`src/rtl/assert_macros.svh`:
```
// ----------------------------------------------------------------------------
// Assertion macros
// Shared wrappers for the concurrent checks in the sequencer RTL.
// ----------------------------------------------------------------------------
`ifndef ASSERT_MACROS_SVH
`define ASSERT_MACROS_SVH

// Clocked check that is switched off while reset is high.
`define MACS_ASSERT(label, clk_s, rst_s, prop, msg) \
  label: assert property (@(posedge clk_s) disable iff (rst_s) prop) else $error(msg);

// Clocked check that also holds during reset.
`define MACS_ASSERT_ALWAYS(label, clk_s, prop, msg) \
  label: assert property (@(posedge clk_s) prop) else $error(msg);

`endif

```
`src/rtl/macs_pkg.sv`:
```
// ----------------------------------------------------------------------------
// macs_pkg
// Types and constants shared by the modem AT command sequencer modules.
// ----------------------------------------------------------------------------
package macs_pkg;

  localparam logic [15:0] BOOT_WAIT_RST      = 16'd11200;
  localparam logic [15:0] CMD_TIMEOUT_RST    = 16'd2000;
  localparam logic [15:0] ACTION_TIMEOUT_RST = 16'd10000;
  localparam logic [15:0] SETTLE_RST         = 16'd50;
  localparam logic [15:0] ELAPSED_MAX        = 16'hFFFF;

  typedef enum logic [1:0] {
    REG_BOOT_WAIT      = 2'd0,
    REG_CMD_TIMEOUT    = 2'd1,
    REG_ACTION_TIMEOUT = 2'd2,
    REG_SETTLE         = 2'd3
  } reg_idx_t;

  typedef enum logic [2:0] {
    CMD_TICK      = 3'd0,
    CMD_RESPONSE  = 3'd1,
    CMD_POWER_ON  = 3'd2,
    CMD_POWER_OFF = 3'd3,
    CMD_WAKE      = 3'd4,
    CMD_SEND      = 3'd5
  } cmd_t;

  typedef enum logic [2:0] {
    ST_OFF   = 3'd0,
    ST_BOOT  = 3'd1,
    ST_NET   = 3'd2,
    ST_SLEEP = 3'd3,
    ST_TX    = 3'd4,
    ST_WAIT  = 3'd5,
    ST_BUSY  = 3'd6
  } state_t;

  typedef enum logic [2:0] {
    HS_IDLE   = 3'd0,
    HS_INIT   = 3'd1,
    HS_URL    = 3'd2,
    HS_ACTION = 3'd3,
    HS_DONE   = 3'd4
  } http_step_t;

  typedef enum logic [1:0] {
    CS_ECHO  = 2'd0,
    CS_APN   = 2'd1,
    CS_SLEEP = 2'd2,
    CS_DONE  = 2'd3
  } config_step_t;

  typedef enum logic [2:0] {
    SEND_NONE       = 3'd0,
    SEND_ECHO_OFF   = 3'd1,
    SEND_APN_SET    = 3'd2,
    SEND_SLEEP_EN   = 3'd3,
    SEND_HTTP_INIT  = 3'd4,
    SEND_URL        = 3'd5,
    SEND_HTTP_ACT   = 3'd6,
    SEND_HTTP_TERM  = 3'd7
  } send_t;

  typedef enum logic [1:0] {
    DTR_NONE = 2'd0,
    DTR_LOW  = 2'd1,
    DTR_HIGH = 2'd2
  } dtr_t;

  typedef enum logic [1:0] {
    PWR_NONE = 2'd0,
    PWR_ON   = 2'd1,
    PWR_OFF  = 2'd2
  } pwr_t;

  localparam int FLAG_OK    = 0;
  localparam int FLAG_200   = 1;
  localparam int FLAG_ERROR = 2;

  typedef struct packed {
    logic [15:0] boot_wait_ms;
    logic [15:0] command_timeout_ms;
    logic [15:0] action_timeout_ms;
    logic [15:0] settle_ms;
  } cfg_t;

  typedef struct packed {
    cmd_t command;
    logic has_ok;
    logic has_code_200;
    logic has_error;
    logic payload_nonempty;
  } item_t;

  typedef struct packed {
    state_t       main_state;
    http_step_t   http_step;
    config_step_t config_step;
    logic [15:0]  elapsed_ms;
    logic [15:0]  wait_limit;
    logic         response_pending;
    logic [2:0]   response_flags;
  } seq_state_t;

  typedef struct packed {
    state_t modem_state;
    send_t  send_code;
    dtr_t   dtr_drive;
    pwr_t   pwrkey_pulse;
    logic   done_valid;
    logic   done_success;
  } result_t;

endpackage

```
`src/rtl/modem_at_command_sequencer_unit.sv`:
```
// ----------------------------------------------------------------------------
// modem_at_command_sequencer_unit
// AT command sequencer for a cellular modem: boot, configuration, light sleep
// and a four-command HTTP GET; all commands bar the last use response timeouts.
// ----------------------------------------------------------------------------
// One request is accepted per clock cycle while the input side is not stalled,
// and each produces exactly one result. A request is held in an input
// register, passes through the sequencer update once the output register
// has room and is registered into the output register, where the result
// waits until it is taken. The output register frees the input side: a new
// request is taken while a finished result waits, and the input register
// stalls only when the output register is full and not being drained.
// Configuration registers are written through a plain write port.
module modem_at_command_sequencer_unit (
  input  logic        clk,
  input  logic        rst,
  input  logic        cfg_write,
  input  logic [1:0]  cfg_index,
  input  logic [15:0] cfg_data,
  input  logic        item_valid,
  output logic        item_ready,
  input  logic [2:0]  command,
  input  logic        has_ok,
  input  logic        has_code_200,
  input  logic        has_error,
  input  logic        payload_nonempty,
  output logic        result_valid,
  input  logic        result_ready,
  output logic [2:0]  modem_state,
  output logic [2:0]  send_code,
  output logic [1:0]  dtr_drive,
  output logic [1:0]  pwrkey_pulse,
  output logic        done_valid,
  output logic        done_success
);
  import macs_pkg::*;

  `include "assert_macros.svh"

  cfg_t    cfg;
  item_t   item_q;
  logic    item_vld;
  result_t res_comb;
  result_t res_q;
  logic    res_vld;
  logic    advance;

  assign advance    = item_vld && (!res_vld || result_ready);
  assign item_ready = !item_vld || advance;

  macs_regs u_regs (
    .clk       (clk),
    .rst       (rst),
    .cfg_write (cfg_write),
    .cfg_index (cfg_index),
    .cfg_data  (cfg_data),
    .cfg       (cfg)
  );

  always_ff @(posedge clk) begin
    if (rst) begin
      item_vld <= 1'b0;
    end else if (item_ready) begin
      item_vld <= item_valid;
    end
  end

  always_ff @(posedge clk) begin
    if (item_valid && item_ready) begin
      item_q <= '{command: cmd_t'(command), has_ok: has_ok, has_code_200: has_code_200,
                  has_error: has_error, payload_nonempty: payload_nonempty};
    end
  end

  macs_step u_step (
    .clk  (clk),
    .rst  (rst),
    .fire (advance),
    .item (item_q),
    .cfg  (cfg),
    .res  (res_comb)
  );

  always_ff @(posedge clk) begin
    if (rst) begin
      res_vld <= 1'b0;
    end else if (advance) begin
      res_vld <= 1'b1;
    end else if (result_ready) begin
      res_vld <= 1'b0;
    end
  end

  always_ff @(posedge clk) begin
    if (advance) begin
      res_q <= res_comb;
    end
  end

  assign result_valid = res_vld;
  assign modem_state  = res_q.modem_state;
  assign send_code    = res_q.send_code;
  assign dtr_drive    = res_q.dtr_drive;
  assign pwrkey_pulse = res_q.pwrkey_pulse;
  assign done_valid   = res_q.done_valid;
  assign done_success = res_q.done_success;

  // A held request moves on whenever the output register has room.
  `MACS_ASSERT(a_no_idle_stall, clk, rst,
    (item_vld && !res_vld) |-> advance,
    "held request not advanced into an empty output register")

  // A success flag never appears without a completion.
  `MACS_ASSERT(a_success_needs_done, clk, rst,
    (res_vld && done_success) |-> done_valid,
    "success reported without a completion")

endmodule

```
`src/rtl/macs_regs.sv`:
```
// ----------------------------------------------------------------------------
// macs_regs
// Configuration register file with a plain write port and reset defaults.
// ----------------------------------------------------------------------------
module macs_regs (
  input  logic            clk,
  input  logic            rst,
  input  logic            cfg_write,
  input  logic [1:0]      cfg_index,
  input  logic [15:0]     cfg_data,
  output macs_pkg::cfg_t  cfg
);
  import macs_pkg::*;

  always_ff @(posedge clk) begin
    if (rst) begin
      cfg.boot_wait_ms       <= BOOT_WAIT_RST;
      cfg.command_timeout_ms <= CMD_TIMEOUT_RST;
      cfg.action_timeout_ms  <= ACTION_TIMEOUT_RST;
      cfg.settle_ms          <= SETTLE_RST;
    end else if (cfg_write) begin
      case (reg_idx_t'(cfg_index))
        REG_BOOT_WAIT:      cfg.boot_wait_ms       <= cfg_data;
        REG_CMD_TIMEOUT:    cfg.command_timeout_ms <= cfg_data;
        REG_ACTION_TIMEOUT: cfg.action_timeout_ms  <= cfg_data;
        REG_SETTLE:         cfg.settle_ms          <= cfg_data;
        default: ;
      endcase
    end
  end

endmodule

```
`src/rtl/macs_step.sv`:
```
// ----------------------------------------------------------------------------
// macs_step
// Sequencer state and the single-pass update that one request applies.
// ----------------------------------------------------------------------------
module macs_step (
  input  logic              clk,
  input  logic              rst,
  input  logic              fire,
  input  macs_pkg::item_t   item,
  input  macs_pkg::cfg_t    cfg,
  output macs_pkg::result_t res
);
  import macs_pkg::*;

  `include "assert_macros.svh"

  seq_state_t st;
  seq_state_t st_next;

  always_ff @(posedge clk) begin
    if (rst) begin
      st <= '{main_state: ST_OFF, http_step: HS_IDLE, config_step: CS_ECHO,
              elapsed_ms: '0, wait_limit: '0, response_pending: 1'b0,
              response_flags: '0};
    end else if (fire) begin
      st <= st_next;
    end
  end

  always_comb begin
    st_next = st;
    res     = '{modem_state: ST_OFF, send_code: SEND_NONE, dtr_drive: DTR_NONE,
                pwrkey_pulse: PWR_NONE, done_valid: 1'b0, done_success: 1'b0};

    // The request's own effect comes first.
    case (item.command)
      CMD_TICK: begin
        if (st_next.elapsed_ms != ELAPSED_MAX) begin
          st_next.elapsed_ms = st_next.elapsed_ms + 16'd1;
        end
      end
      CMD_RESPONSE: begin
        st_next.response_pending = 1'b1;
        st_next.response_flags   = {item.has_error, item.has_code_200, item.has_ok};
      end
      CMD_POWER_ON: begin
        if (st_next.main_state == ST_OFF) begin
          res.pwrkey_pulse   = PWR_ON;
          st_next.main_state = ST_BOOT;
          st_next.elapsed_ms = '0;
          st_next.wait_limit = cfg.boot_wait_ms;
        end
      end
      CMD_POWER_OFF: begin
        st_next.main_state = ST_OFF;
        res.pwrkey_pulse   = PWR_OFF;
      end
      CMD_WAKE: begin
        if (st_next.main_state == ST_SLEEP) begin
          res.dtr_drive      = DTR_LOW;
          st_next.main_state = ST_TX;
          st_next.elapsed_ms = '0;
          st_next.wait_limit = cfg.settle_ms;
        end
      end
      CMD_SEND: begin
        if (item.payload_nonempty) begin
          st_next.http_step = HS_INIT;
          if (st_next.main_state == ST_SLEEP) begin
            res.dtr_drive      = DTR_LOW;
            st_next.main_state = ST_TX;
            st_next.elapsed_ms = '0;
            st_next.wait_limit = cfg.settle_ms;
          end else if (st_next.main_state == ST_NET) begin
            st_next.main_state = ST_TX;
          end
        end
      end
      default: ;
    endcase

    // Then exactly one sequencer step.
    case (st_next.main_state)
      ST_BOOT: begin
        if (st_next.elapsed_ms >= st_next.wait_limit) begin
          st_next.config_step = CS_ECHO;
          res.send_code       = SEND_ECHO_OFF;
          st_next.main_state  = ST_WAIT;
          st_next.elapsed_ms  = '0;
          st_next.wait_limit  = cfg.command_timeout_ms;
        end
      end
      ST_NET: begin
        case (st_next.config_step)
          CS_ECHO: begin
            res.send_code       = SEND_APN_SET;
            st_next.config_step = CS_APN;
            st_next.main_state  = ST_WAIT;
            st_next.elapsed_ms  = '0;
            st_next.wait_limit  = cfg.command_timeout_ms;
          end
          CS_APN: begin
            res.send_code       = SEND_SLEEP_EN;
            st_next.config_step = CS_SLEEP;
            st_next.main_state  = ST_WAIT;
            st_next.elapsed_ms  = '0;
            st_next.wait_limit  = cfg.command_timeout_ms;
          end
          default: begin
            st_next.config_step = CS_DONE;
            res.dtr_drive       = DTR_HIGH;
            st_next.main_state  = ST_SLEEP;
          end
        endcase
      end
      ST_TX: begin
        if (!(st_next.elapsed_ms < cfg.settle_ms && st_next.http_step == HS_INIT)) begin
          case (st_next.http_step)
            HS_INIT: begin
              res.send_code      = SEND_HTTP_INIT;
              st_next.http_step  = HS_URL;
              st_next.main_state = ST_WAIT;
              st_next.elapsed_ms = '0;
              st_next.wait_limit = cfg.command_timeout_ms;
            end
            HS_URL: begin
              res.send_code      = SEND_URL;
              st_next.http_step  = HS_ACTION;
              st_next.main_state = ST_WAIT;
              st_next.elapsed_ms = '0;
              st_next.wait_limit = cfg.command_timeout_ms;
            end
            HS_ACTION: begin
              res.send_code      = SEND_HTTP_ACT;
              st_next.http_step  = HS_DONE;
              st_next.main_state = ST_WAIT;
              st_next.elapsed_ms = '0;
              st_next.wait_limit = cfg.action_timeout_ms;
            end
            HS_DONE: begin
              res.send_code      = SEND_HTTP_TERM;
              st_next.http_step  = HS_IDLE;
              res.dtr_drive      = DTR_HIGH;
              st_next.main_state = ST_SLEEP;
              res.done_valid     = 1'b1;
              res.done_success   = 1'b1;
            end
            default: begin
              st_next.http_step  = HS_IDLE;
              st_next.main_state = ST_SLEEP;
            end
          endcase
        end
      end
      ST_WAIT: begin
        if (st_next.response_pending) begin
          st_next.response_pending = 1'b0;
          if (st_next.response_flags[FLAG_OK] || st_next.response_flags[FLAG_200]) begin
            if (st_next.config_step != CS_DONE && st_next.http_step == HS_IDLE) begin
              st_next.main_state = ST_NET;
            end else begin
              st_next.main_state = ST_TX;
            end
          end else if (st_next.response_flags[FLAG_ERROR]) begin
            st_next.http_step  = HS_IDLE;
            res.dtr_drive      = DTR_HIGH;
            st_next.main_state = ST_SLEEP;
            res.done_valid     = 1'b1;
            res.done_success   = 1'b0;
          end
        end else if (st_next.elapsed_ms >= st_next.wait_limit) begin
          st_next.http_step  = HS_IDLE;
          res.dtr_drive      = DTR_HIGH;
          st_next.main_state = ST_SLEEP;
          res.done_valid     = 1'b1;
          res.done_success   = 1'b0;
        end
      end
      ST_BUSY: ;
      default: ;
    endcase

    res.modem_state = st_next.main_state;
  end

  // A power-off request always leaves the modem off.
  `MACS_ASSERT(a_power_off_ends_off, clk, rst,
    (fire && item.command == CMD_POWER_OFF) |=> (st.main_state == ST_OFF),
    "power off did not leave the sequencer off")

  // Every transmitted command either opens a wait or closes the transaction.
  `MACS_ASSERT(a_send_opens_wait, clk, rst,
    (fire && res.send_code != SEND_NONE) |=>
      (st.main_state == ST_WAIT || st.main_state == ST_SLEEP),
    "command sent without entering a wait or sleep")

endmodule

```
`config.mk`:
```
export PLATFORM = sky130hd
export DESIGN_NAME = modem_at_command_sequencer_unit
export DESIGN_NICKNAME = d
export VERILOG_FILES = /design/src/rtl/macs_pkg.sv /design/src/rtl/modem_at_command_sequencer_unit.sv /design/src/rtl/macs_regs.sv /design/src/rtl/macs_step.sv
export VERILOG_INCLUDE_DIRS = /design/src /design/src/rtl
export SDC_FILE = /design/constraint.sdc
export NUM_CORES = 1
export LEC_CHECK = 0
export BUFFER_PORTS_ARGS = -buffer_cell sky130_fd_sc_hd__buf_2
export CAP_MARGIN = 40
export CORE_MARGIN = 5
export CORE_UTILIZATION = 35
export CTS_CLUSTER_DIAMETER = 120
export CTS_CLUSTER_SIZE = 25
export DETAILED_ROUTE_END_ITERATION = 6
export HOLD_SLACK_MARGIN = 0.02
export PLACE_DENSITY = 0.58
export RECOVER_POWER = 50
export SYNTH_ARGS = -nofsm -noshare
export SYNTH_HDL_FRONTEND = slang
export SYNTH_SLANG_ARGS = --single-unit
```
`constraint.sdc`:
```
create_clock -name clk -period 8.1 [get_ports clk]
set_clock_uncertainty 0.1 [all_clocks]
set_input_delay 2.43 -clock clk [delete_from_list [all_inputs] [get_ports clk]]
set_output_delay 2.43 -clock clk [all_outputs]
set_load 0.1 [all_outputs]
```
==> impl_summary.log <==
INFO  metric worst-slew-pin-transition = 3.496 ns
INFO  metric power.share.sequential = 43.0%
INFO  metric grt_start_max_net_pins = 85
INFO  metric synth-warning-count = 0
INFO  metric clock_tree_root_driver_cell = sky130_fd_sc_hd__clkbuf_16
INFO  metric ctsLongestPathBuffers = 2
INFO  metric tot_gr_track_use = 16.90%
INFO  metric ios = 44
INFO  metric post_synthesis_register_bit_count = 129
INFO  metric floorplan.die_area = 23280 um2
INFO  metric synth_largest_type_area_fraction = 30.95%
INFO  metric globalRouteOverflowTotal = 0
INFO  metric avg_synthesized_cell_area = 8.292 um2
INFO  metric status = finished with violations
INFO  metric critical_path_required = 8.29 ns
INFO  metric report.final.setup_viol = 0
INFO  metric grt_setup_unrepaired = no
INFO  metric synthesis.area = 7114 um2
INFO  metric post_route_worst_hold_slack = 0.3569 ns
INFO  metric gp_routability_congestion = 0.8264
INFO  metric detail_route.drc_violations = 0
INFO  metric synth.top_cells.by_area = sky130_fd_sc_hd__dfxtp_1, sky130_fd_sc_hd__nand2_1, sky130_fd_sc_hd__edfxtp_1
INFO  metric failed_checks = capacitance limit, slew limit
INFO  metric internal_portion_of_total_power = 1.169 mW
INFO  metric timing.critical_path.to_type = flip-flop
INFO  metric commonest_cells_in_the_synthesized_netlist = sky130_fd_sc_hd__nand2_1, sky130_fd_sc_hd__dfxtp_1, sky130_fd_sc_hd__a21oi_1, sky130_fd_sc_hd__clkbuf_1, sky130_fd_sc_hd__nor2_1
INFO  metric critical_path_class = input pin to flip-flop
INFO  metric grt_first_pass_wirelength = 32.35 mm
INFO  metric leakage = 3.043 nW
INFO  metric power.switching = 447.1 uW
INFO  metric final_design_utilization = 40.21%
INFO  metric insertedDiodeCount = 0
INFO  metric drt.antenna.violating_nets = 0
INFO  metric synth_sequential_area_ratio = 38.97%
INFO  metric critical_path_peak_fanout = 84
INFO  metric first_drt_pass_iteration_count = 6
INFO  metric fin_nets = 938
INFO  metric synth_edf_count = 19
INFO  metric hold_path.class = flip-flop to flip-flop
INFO  metric dominantRegCellSynth = sky130_fd_sc_hd__dfxtp_1
INFO  metric tns = 0 ns
INFO  metric viasPerCell = 5.617
INFO  metric power_frac_comb = 12.2%
INFO  metric synthMostInstantiatedCell = sky130_fd_sc_hd__nand2_1
INFO  metric worst-endpoint-arrival = 6.12 ns
INFO  metric cts.reportedPaths.clkPinSlew = 0.06 ns
INFO  metric num_vias = 6505
INFO  metric numClockSinks = 129
INFO  metric number_of_global_route_vias_before_repair = 6073
INFO  metric cts_made_buffers = 17
INFO  metric min_clock_period_post_route = 5.928 ns
INFO  metric power_frac_clock = 44.7%
INFO  metric h-tree-depth = 4
INFO  metric count_of_buffers_from_port_buffering = 43
INFO  metric mappedNetlistNets = 920
INFO  metric ir_drop = 0.0001422 V
INFO  metric fp.coreArea = 20100 um2
INFO  metric initial_utilization = 35.39%
INFO  metric drt-wirelength-per-cell = 17.37 um
INFO  metric tritoncts = yes
INFO  metric post_synth_num_cell_types = 67
INFO  metric timing.slew.headroom = -133.0%
INFO  metric cap_violations = 1
INFO  metric die_width = 152.6 um
INFO  metric proportion_of_layout_cells_with_a_drive_suffix_above_1 = 11.49%
INFO  metric syn2layout_area_growth = 13.63%
INFO  metric cts.repair.resized = 0
INFO  metric detail_route.iter0.violations = 598
INFO  metric finalHoldViolations = 0
INFO  metric drt_wl_total = 20.12 mm
INFO  metric power.density = 199.9 nW/um2
INFO  metric cp-start-kind = input pin
INFO  metric clock_insertion_delay_worst_skew = 0.42 ns
INFO  metric die_height = 152.6 um
INFO  metric post-cts-setup-buffer-count = 0
INFO  metric number_of_buffers_inserted_for_hold_repair_after_clock_tree_synthesis = 0
INFO  metric std_cell_rows = 52
INFO  metric netlist.top_cell.by_area = sky130_fd_sc_hd__dfxtp_1
INFO  metric proportion_of_register_bits_with_asynchronous_set_or_reset_after_synthesis = 0%
INFO  metric max_clock_freq = 168.7 MHz
INFO  metric final.period_utilization = 73.18%
INFO  metric initial_antenna_violation_count = 0
INFO  metric place.detailed.hpwl = 13.75 mm
INFO  metric maxSlewViolCount = 85
INFO  metric post_synth_inst_count = 858
INFO  metric p_sw_share = 27.67%
-- power groups by stage --
stage / sequential, mW / clock (mW) / combinational [mW]
4_1_cts: 0.695 / 0.738 / 0.199
3_3_place_gp: 0.709 / 0 / 0.195
3_5_place_dp: 0.709 / 0 / 0.198
2_1_floorplan: 0.722 / 0 / 0.127
5_1_grt: 0.699 / 0.767 / 0.217
6_report: 0.696 / 0.723 / 0.198
-- state kept, by name (all words and copies together) (netlist names) --
name	cells
item_vld	1
result_valid	1
u_regs.cfg	64
modem_state	3
u_step.st	44
done_success	1
item_q	7
pwrkey_pulse	2
send_code	3
dtr_drive	2
done_valid	1
-- area by class of cell --
| type | count | area, um2 |
|---|---|---|
| well taps | 270 | 337.8 |
| clock inverters | 12 | 111.4 |
| clock buffers | 19 | 442.9 |
| inverters | 25 | 93.84 |
| repair buffers | 61 | 341.6 |
| multi-input cells | 642 | 3984 |
| fillers | 2031 | 12020 |
| flip-flops and latches | 129 | 2773 |
-- stage by stage --
step | setup WS (ns) | instances | area, um2 | total power [mW]
6_report | 2.172 | 1158 | 8084 | 1.616
5_1_grt | 1.898 | 1158 | 8084 | 1.683
4_1_cts | 2.457 | 1158 | 8123 | 1.632
3_5_place_dp | 2.458 | 1127 | 7569 | 0.9071
3_3_place_gp | 2.462 | 1125 | 7530 | 0.9044
2_1_floorplan | 2.381 | 858 | 7114 | 0.8490
-- cell families after synthesis --
kind of cell             synth area share [%]
XOR/XNOR                               0.3694
flip-flops                              38.97
buffers and inverters                   5.083
AO/OA/AOI/OAI                           27.49
multiplexers                           0.8442
AND/OR/NAND/NOR                         21.61
adder cells (fa/ha/maj)                 5.628
-- worst max-delay path, cell delays in order --
cell,delay (ns)
sky130_fd_sc_hd__clkbuf_1,0.11
sky130_fd_sc_hd__clkbuf_1,0.59
sky130_fd_sc_hd__clkbuf_1,2.51
sky130_fd_sc_hd__o21bai_1,0.35
sky130_fd_sc_hd__a31oi_1,0.06
-- worst paths after layout --
check,slack [ns],startpoint,depth (start not counted),end
setup / recovery,2.17,rst,5,u_step.st[13]$_SDFFE_PP0P_
hold reg to reg,0.36,u_regs.cfg[63]$_SDFFE_PP0P_,2,u_regs.cfg[63]$_SDFFE_PP0P_
hold / removal,0.36,u_regs.cfg[63]$_SDFFE_PP0P_,2,u_regs.cfg[63]$_SDFFE_PP0P_
setup reg to reg,2.22,item_q[4]$_DFFE_PP_,14,u_step.st[24]$_SDFFE_PP0P_
-- routing by layer --
layer | vias to the layer above | GRT usage, % | share of wire [%]
met2 | 176 | 26.13 | 45
met5 | - | 0 | 0
met1 | 3094 | 24.16 | 49
met4 | 0 | 5.303 | 2.1
li1 | 3209 | - | -
met3 | 26 | 2.812 | 4.6
-- placed cells by master, fill, tap and decap left out, drive strengths merged, types with 19 or more instances in the layout --
cell type / netlist / layout
o21ai: 37 / 37
a31oi: 22 / 22
edfxtp: 19 / 19
nor2: 48 / 48
clkbuf: 48 / 23
nand2: 170 / 170
nand3b: 20 / 20
o21bai: 32 / 32
a21oi: 73 / 73
ha: 32 / 32
buf: 14 / 57
dfxtp: 110 / 110
inv: 25 / 27
Note: power is estimated with default switching activity, not from simulation.
